<file path="config.mk">
export PLATFORM = sky130hd
export DESIGN_NAME = ccp_queue
export DESIGN_NICKNAME = d
export VERILOG_FILES = /design/src/rtl/ccp_pkg.sv /design/src/rtl/ccp_queue.sv
export SDC_FILE = /design/constraint.sdc
export NUM_CORES = 1
export LEC_CHECK = 0
export ABC_AREA = 1
export BUFFER_PORTS_ARGS = -buffer_cell sky130_fd_sc_hd__buf_4
export CORE_MARGIN = 2
export CORE_UTILIZATION = 52
export CTS_CLUSTER_DIAMETER = 40
export CTS_CLUSTER_SIZE = 12
export DETAILED_ROUTE_END_ITERATION = 12
export GPL_TIMING_DRIVEN = 0
export PLACE_DENSITY = 0.9
export SLEW_MARGIN = 40
export SYNTH_ARGS = -nofsm -noshare
export SYNTH_HDL_FRONTEND = slang
export SYNTH_SLANG_ARGS = --single-unit
</file>
<file path="constraint.sdc">
create_clock -name clk -period 9.1 [get_ports clk]
set_input_delay 0.455 -clock clk [delete_from_list [all_inputs] [get_ports clk]]
set_output_delay 0.455 -clock clk [all_outputs]
set_load 0.005 [all_outputs]
</file>
<file path="src/rtl/ccp_pkg.sv">
// shared types and constants for the cylinder containment and projection block
`default_nettype none
package ccp_pkg;

	localparam int CW = 32;              // coordinate width, Q16.16
	localparam int SQ_STEPS = CW;        // one root bit per sqrt stage
	localparam int DIV_STEPS = CW;       // one quotient bit per divide stage
	localparam int QDEPTH = 2;           // entries in the front-to-back queue
	localparam int QPTR_W = $clog2(QDEPTH);
	localparam int QCNT_W = $clog2(QDEPTH + 1);

	typedef logic signed [CW-1:0] coord_t;
	typedef logic [CW-2:0] umag_t;
	typedef logic [2*CW-1:0] wide_t;
	typedef logic signed [CW+1:0] ext_t;

	// configuration register indexes
	localparam logic [1:0] CFG_RADIUS = 2'd0;
	localparam logic [1:0] CFG_BOTTOM = 2'd1;
	localparam logic [1:0] CFG_TOP = 2'd2;

	typedef struct packed {
		umag_t radius;
		coord_t bottom;
		coord_t top;
	} cyl_cfg_t;

	// classified point handed from front to back
	typedef struct packed {
		coord_t x;
		coord_t y;
		coord_t z;
		coord_t pz;
		logic in_z;
		logic within_r;
		logic is_inside;
		logic fully_inside;
		logic [CW-1:0] n;
	} front_item_t;

	// per-stage control carried through the divider
	typedef struct packed {
		coord_t x;
		coord_t y;
		coord_t pz;
		logic side;
		logic axis;
		logic is_inside;
		logic fully_inside;
		logic [CW-1:0] n;
	} back_ctl_t;

endpackage
`default_nettype wire

</file>
<file path="src/rtl/ccp_queue.sv">
// short queue between front and back pipelines
`default_nettype none
module ccp_queue import ccp_pkg::*; (
	input  wire logic        clk,
	input  wire logic        arst_n,
	input  wire logic        push_valid,
	output logic             push_ready,
	input  wire front_item_t push_item,
	output logic             pop_valid,
	input  wire logic        pop_ready,
	output front_item_t      pop_item
);

	front_item_t mem_q [0:QDEPTH-1];
	logic [QPTR_W-1:0] wr_ptr_q, rd_ptr_q;
	logic [QCNT_W-1:0] count_q;
	logic do_push, do_pop;

	assign push_ready = count_q != QCNT_W'(QDEPTH);
	assign pop_valid = count_q != '0;
	assign pop_item = mem_q[rd_ptr_q];
	assign do_push = push_valid && push_ready;
	assign do_pop = pop_valid && pop_ready;

	// pointers and fill count
	always_ff @(posedge clk or negedge arst_n) begin
		if (!arst_n) begin
			wr_ptr_q <= '0;
			rd_ptr_q <= '0;
			count_q <= '0;
		end else begin
			if (do_push)
				wr_ptr_q <= (wr_ptr_q == QPTR_W'(QDEPTH - 1)) ? '0 : wr_ptr_q + 1'b1;
			if (do_pop)
				rd_ptr_q <= (rd_ptr_q == QPTR_W'(QDEPTH - 1)) ? '0 : rd_ptr_q + 1'b1;
			if (do_push && !do_pop)
				count_q <= count_q + 1'b1;
			else if (do_pop && !do_push)
				count_q <= count_q - 1'b1;
		end
	end

	// entry storage
	always_ff @(posedge clk) begin
		if (do_push) mem_q[wr_ptr_q] <= push_item;
	end

endmodule
`default_nettype wire

</file>
== After elaboration in Yosys (flattened, before gate mapping) ==
Memory sizes are Yosys's and may differ from the RTL's.
Index checks and enable logic that the tools add are counted.
Cells by class
  mux-type cells: 6
  reductions and logical operators: 8
  equal/unequal tests: 1
  $add $sub $neg: 4
Operators by type and width (number)
  $logic_and A1 B1 Y1: 4
  $mux W1: 4
  $mux W2: 2
  $reduce_bool A2 Y1: 2
  $add A1 B1 Y1 const B: 2
  $add A2 B1 Y2 const B: 1
  $logic_not A1 Y1: 2
  $ne A2 B2 Y1 const B: 1
  $sub A2 B1 Y2 const B: 1
Word-level totals
  flip-flop bits (word level): 4
  memories kept: 1
  bits of input ports: 168
  output and inout bits: 166
  memory bits (writable): 328
Memories
  mem_q: words 2, width 164, read ports 1, clocked after Yosys merged registers in 0, wr ports 1, line ccp_queue.sv:14  | front_item_t mem_q [0:QDEPTH-1];

== Depth between registers and ports, before layout ==
  depth in word-level cells: 6
  mapped depth: 10
  gate-level depth less buffers: 10

== Worst setup path before layout ==
No wires, ideal clock.
  path kind: register to register
  start: register count_q[0]
  end: memory mem_q[0][0] in the netlist's numbering (enable)
  stages on the path, launching flop included: 5
  setup time: 0.690 ns
  data arrival time: 7.431 ns
  slack: 0.979 ns
  data required time: 8.410 ns
  cells stage by stage: dfrtp_1 > inv_1 > nand2_1 > nand2_1 > nor2_1
Between the ends
  word-level cells in the longest chain between the ends: 4
Ends and longest elaborated chain
  start: declaration: line ccp_queue.sv:16  | logic [QCNT_W-1:0] count_q;
  start signal: assignment: line ccp_queue.sv:37  | count_q <= count_q + 1'b1;
  start signal: assignment: line ccp_queue.sv:39  | count_q <= count_q - 1'b1;
  $ne A2 B2 Y1: line ccp_queue.sv:19  | assign push_ready = count_q != QCNT_W'(QDEPTH);
  named net push_ready: line ccp_queue.sv:7  | output logic push_ready,
  $logic_and A1 B1 Y1: line ccp_queue.sv:22  | assign do_push = push_valid && push_ready;
  $mux W1: line ccp_queue.sv:45  | if (do_push) mem_q[wr_ptr_q] <= push_item;
  $mux W1 (not written as such): line ccp_queue.sv:45
  end: declaration: line ccp_queue.sv:14
The timed path passes the listed nets, and every way through them passes these cells.

== Worst setup path in the final report ==
  start: register count_q[0]
  end: memory mem_q[1][70] in the netlist's numbering (enable)
Between the ends
  word-level cells in the longest chain between the ends: 4
Ends and longest elaborated chain (line)
  $ne A2 B2 Y1: ccp_queue.sv:19
  $logic_and A1 B1 Y1: ccp_queue.sv:22
  $mux W1: ccp_queue.sv:45
  $mux W1 (not written as such): ccp_queue.sv:45
No other way between the ends.

==> summary by stage <==
Synth
The portion of synthesized area spent on multiplexers is 0. The compound-cell area share of the yosys netlist was 0. The number of standard cells after synthesis is 885. The post-synthesis area per instance is 13.7 sq um. The count of different cell masters after synthesis is 13. The xor-xnor portion of the synthesized cell area is 0.00145. Summing every instance area after synthesis gives 0.0121 sq mm. The net count after synthesis is around 1100. Of the total synthesized cell area, the portion taken by full adders, half adders and majority gates is 0.00103. The main combinational cell family by area after synthesis is simple AND/OR/NAND/NOR gates. The simple-gate share of the synthesized area is 0.158. The number of synthesized register bits is 332. The share of the yosys chip area belonging to registers is 0.823. For this run, the number of Yosys warnings is 0.

Worst setup path
The reg-to-reg critical path endpoint is mem_q[1][70]. The critical path ends at mem_q[1][70]. Of all nets on the critical path, the largest fanout is 20. The startpoint kind of the worst setup timing path is a register.

The required time at the endpoint of the critical path is ~9.3 ns. The launch instance of the worst register-to-register path is count_q[0]. The slack of the worst reg-to-reg path is 6.39 ns.

The critical path class is register to register. The endpoint type of the worst setup path is a register. The launching instance or port of the critical path is count_q[0]. The worst reg-to-reg path cell count is 10. The critical path arrival is about 2.9 ns.

Floorplan
The area enclosed by the die boundary is 0.0245 sq mm. The row count is 55. For this design the top-level I/O count stands at 334. After floorplanning, the core was sized to cover 0.0227 sq mm.

The overall die height is 156 um. The effective utilization at floorplan is 0.533. The floorplan die width is 156 um.

Timing
Setup repair after global routing left no endpoint under its margin. The smallest hold slack is 0.133 ns. The number of setup violations in the final report is 0. The number of slew-limit violations in the final report is 0. The final clock skew is 0.0142 ns. The final hold violation count is 0. The maximum clock rate is 0.369 GHz. The fraction of the cycle the final worst path needs is 0.298.

The worst path needs 2.71 ns of the cycle, external delays included. Measured against its own limit, the worst slew margin works out to 0.602. For the pin with the worst max-slew slack, the measured transition is 0.596 ns.

Cells and area
The multi-input combinational cell area is 0.00195 sq mm. The design area is 0.0167 sq mm. Across the whole layout, storage elements account for 0.00995 sq mm. The number of standard cells in the final layout excluding fillers is 1588.

The number of antenna diodes in the final layout is 0. Of the cells placed in the final design, the portion with a size suffix greater than 1 is 0.345. Leaving out fill and tap cells, the most frequent cell in the layout is sky130_fd_sc_hd__nand2_1. Leaving out fill and tap cells, the most frequent cells in the layout are 502 x sky130_fd_sc_hd__nand2_1, 333 x sky130_fd_sc_hd__buf_4, 328 x sky130_fd_sc_hd__edfxtp_1, 41 x sky130_fd_sc_hd__clkbuf_16, 35 x sky130_fd_sc_hd__buf_2.

The final layout contains 1451 nets. The area growth from synthesis to layout is 38.0%. The count of fill cells added during filler insertion is 1291.

Placed design
The sum of net half-perimeters after detailed placement is 21.6 mm. The placed instances occupy a cell area of 0.0154 sq mm. The placer's final routability congestion estimate is 0.774. Once placement completed, the tool counted placed cells totaling 1524.

The count of input and output buffers is 333.

Global route
The met1 usage in global routing is 0.260. The number of global-route vias before repair is ~8600. The pin count of the biggest net entering global routing is 21.

After global routing the overflow that remains totals 0. In the global route stage, met3 resource usage came out at 0.106. The global-route wire length before repair is 46.3 mm.

The most crowded layer after global routing is met2. Across every metal layer, demand over resource in global routing totals 0.253. The initial antenna violation count is 0. For this run, global-route usage on met2 was measured as 0.467.

Detailed routing
In the final routed layout, each cell accounts on average for 20.0 um. The number of vias per cell is 5.16. Across all layers, the routed design uses roughly 8200 vias.

The DRC violation total after the first TritonRoute iteration is 468. For this run, design rule violations remaining after detail routing come to 0. The detailed-routing iteration count for the pre-antenna-repair pass is 5. The count of nets left with antenna violations once routing finished came out at 0. The routed wire length is 31.7 mm.

Clocking
Clock-pin slew was measured on the worst setup and hold paths at 0.06 ns. The buffer type at the clock tree root is sky130_fd_sc_hd__clkbuf_16. The CTS buffer count is 40. The post-cts gate resize count is 0. Clock tree synthesis found a total of ~330 sinks. At the later pin of the worst-skew pair, clock insertion delay measures 0.50 ns. The H-tree generated during clock tree synthesis spans 2 levels.

TritonCTS built the clock tree. The maximum root-to-sink buffer count is 3.

Worst hold path
The path type of the worst min-delay path is input port to register.

Power
For this design the ratio of total power to cell area is 337 mW/mm^2. Across the VDD grid, the largest voltage drop is 0.221 mV. The leakage power summed over all cells is 7.20 nW.

Flow run
Max-cap violations in this run came to 0.

Status
The flow ran to the end, and the final reports show no timing, DRC or antenna violations.
==> synthesized netlist by cell type <==
| cell type | n | share of area |
|---|---|---|
| sky130_fd_sc_hd__nand2_1 | 502 | 0.16 |
| sky130_fd_sc_hd__nand4_1 | 1 | 0.00052 |
| sky130_fd_sc_hd__inv_1 | 6 | 0.0019 |
| sky130_fd_sc_hd__xor2_1 | 1 | 0.00072 |
| sky130_fd_sc_hd__inv_2 | 1 | 0.00031 |
| sky130_fd_sc_hd__buf_2 | 35 | 0.014 |
| sky130_fd_sc_hd__nor2_1 | 2 | 0.00062 |
| sky130_fd_sc_hd__ha_1 | 1 | 0.0010 |
| sky130_fd_sc_hd__edfxtp_1 | 328 | 0.81 |
| sky130_fd_sc_hd__dfrtp_1 | 4 | 0.0083 |
| sky130_fd_sc_hd__nand3_1 | 2 | 0.00083 |
| sky130_fd_sc_hd__xnor2_1 | 1 | 0.00072 |
| sky130_fd_sc_hd__clkbuf_1 | 1 | 0.00031 |
==> metal layers <==
layer  wire [um]  vias to the layer above
met1       10200                     3909
met3        4120                       64
met5           0                        -
met4         756                        0
li1            -                     3781
met2       16600                      443
==> cell type report <==
class | instances | area share
Clock inverter | 20 | 0.0149
Timing Repair Buffer | 355 | 0.176
Inverter | 7 | 0.00157
Sequential cell | 332 | 0.596
Clock buffer | 43 | 0.0619
Buffer | 36 | 0.0107
Tap cell | 285 | 0.0214
Multi-Input combinational cell | 510 | 0.117
==> worst max-delay path: stages (launching register included) <==
cell	delay, ns
sky130_fd_sc_hd__dfrtp_1	0.39
sky130_fd_sc_hd__inv_1	0.09
sky130_fd_sc_hd__nand2_1	0.09
sky130_fd_sc_hd__nand2_1	0.18
sky130_fd_sc_hd__nor2_4	0.52
sky130_fd_sc_hd__buf_16	0.24
sky130_fd_sc_hd__buf_8	0.17
sky130_fd_sc_hd__buf_8	0.18
sky130_fd_sc_hd__buf_16	0.19
sky130_fd_sc_hd__buf_8	0.17
sky130_fd_sc_hd__buf_8	0.17
==> logic make-up (layout without fill, tap and decap cells) <==
group / after synthesis / in the layout
and+or+nand+nor: 507 / 507
buffers and inverters: 43 / 461
xor gates and xnor gates: 2 / 2
DFF: 332 / 332
adders and majority gates: 1 / 1
==> sequential cells by signal, indices dropped and copies added, names as in the netlist <==
register and count:
mem_q 328, wr_ptr_q 1, count_q 2, rd_ptr_q 1
==> worst min-delay path by stage <==
| stage | startpoint | end | slack, ns | cells after the start |
|---|---|---|---|---|
| 6_report | push_item[115] | mem_q[1][115] | 0.13 | 1 |
| 5_1_grt | push_item[1] | mem_q[1][1] | 0.11 | 1 |
| 4_1_cts | push_item[36] | mem_q[1][36] | 0.11 | 1 |
| 3_5_place_dp | arst_n | wr_ptr_q | 0.26 | 1 |
| 3_3_place_gp | arst_n | wr_ptr_q | 0.25 | 1 |
| 2_1_floorplan | arst_n | count_q[0] | 0.16 | 0 |
==> power breakdown <==
part           leakage (nW)  internal, W  switching, W  total (W)
logic                  3.48     0.000835       0.00108    0.00191
registers              3.10      0.00209     0.0000901    0.00218
clock network         0.618     0.000959      0.000585    0.00154
total                  7.20      0.00388       0.00175    0.00563
==> through the flow <==
step	TNS, ns	power (W)	utilization	worst slack, ns
finish	0	0.00563	0.735	6.39
global route	0	0.00589	0.735	6.29
CTS	0	0.00566	0.735	6.37
detailed placement	0	0.00408	0.678	6.40
global placement	-808.85	0.00402	0.658	-2.52
floorplan	0	0.00304	-	0.979
==> repair_timing <==
| action | 4_1_cts | 5_1_grt |
|---|---|---|
| setup buffers | 0 | 0 |
| hold buffers | 1 | 0 |
| endpoints found under the setup margin | 0 | 0 |
| hold endpoints to repair | 4 | 0 |
(Power assumes the default switching activity.)
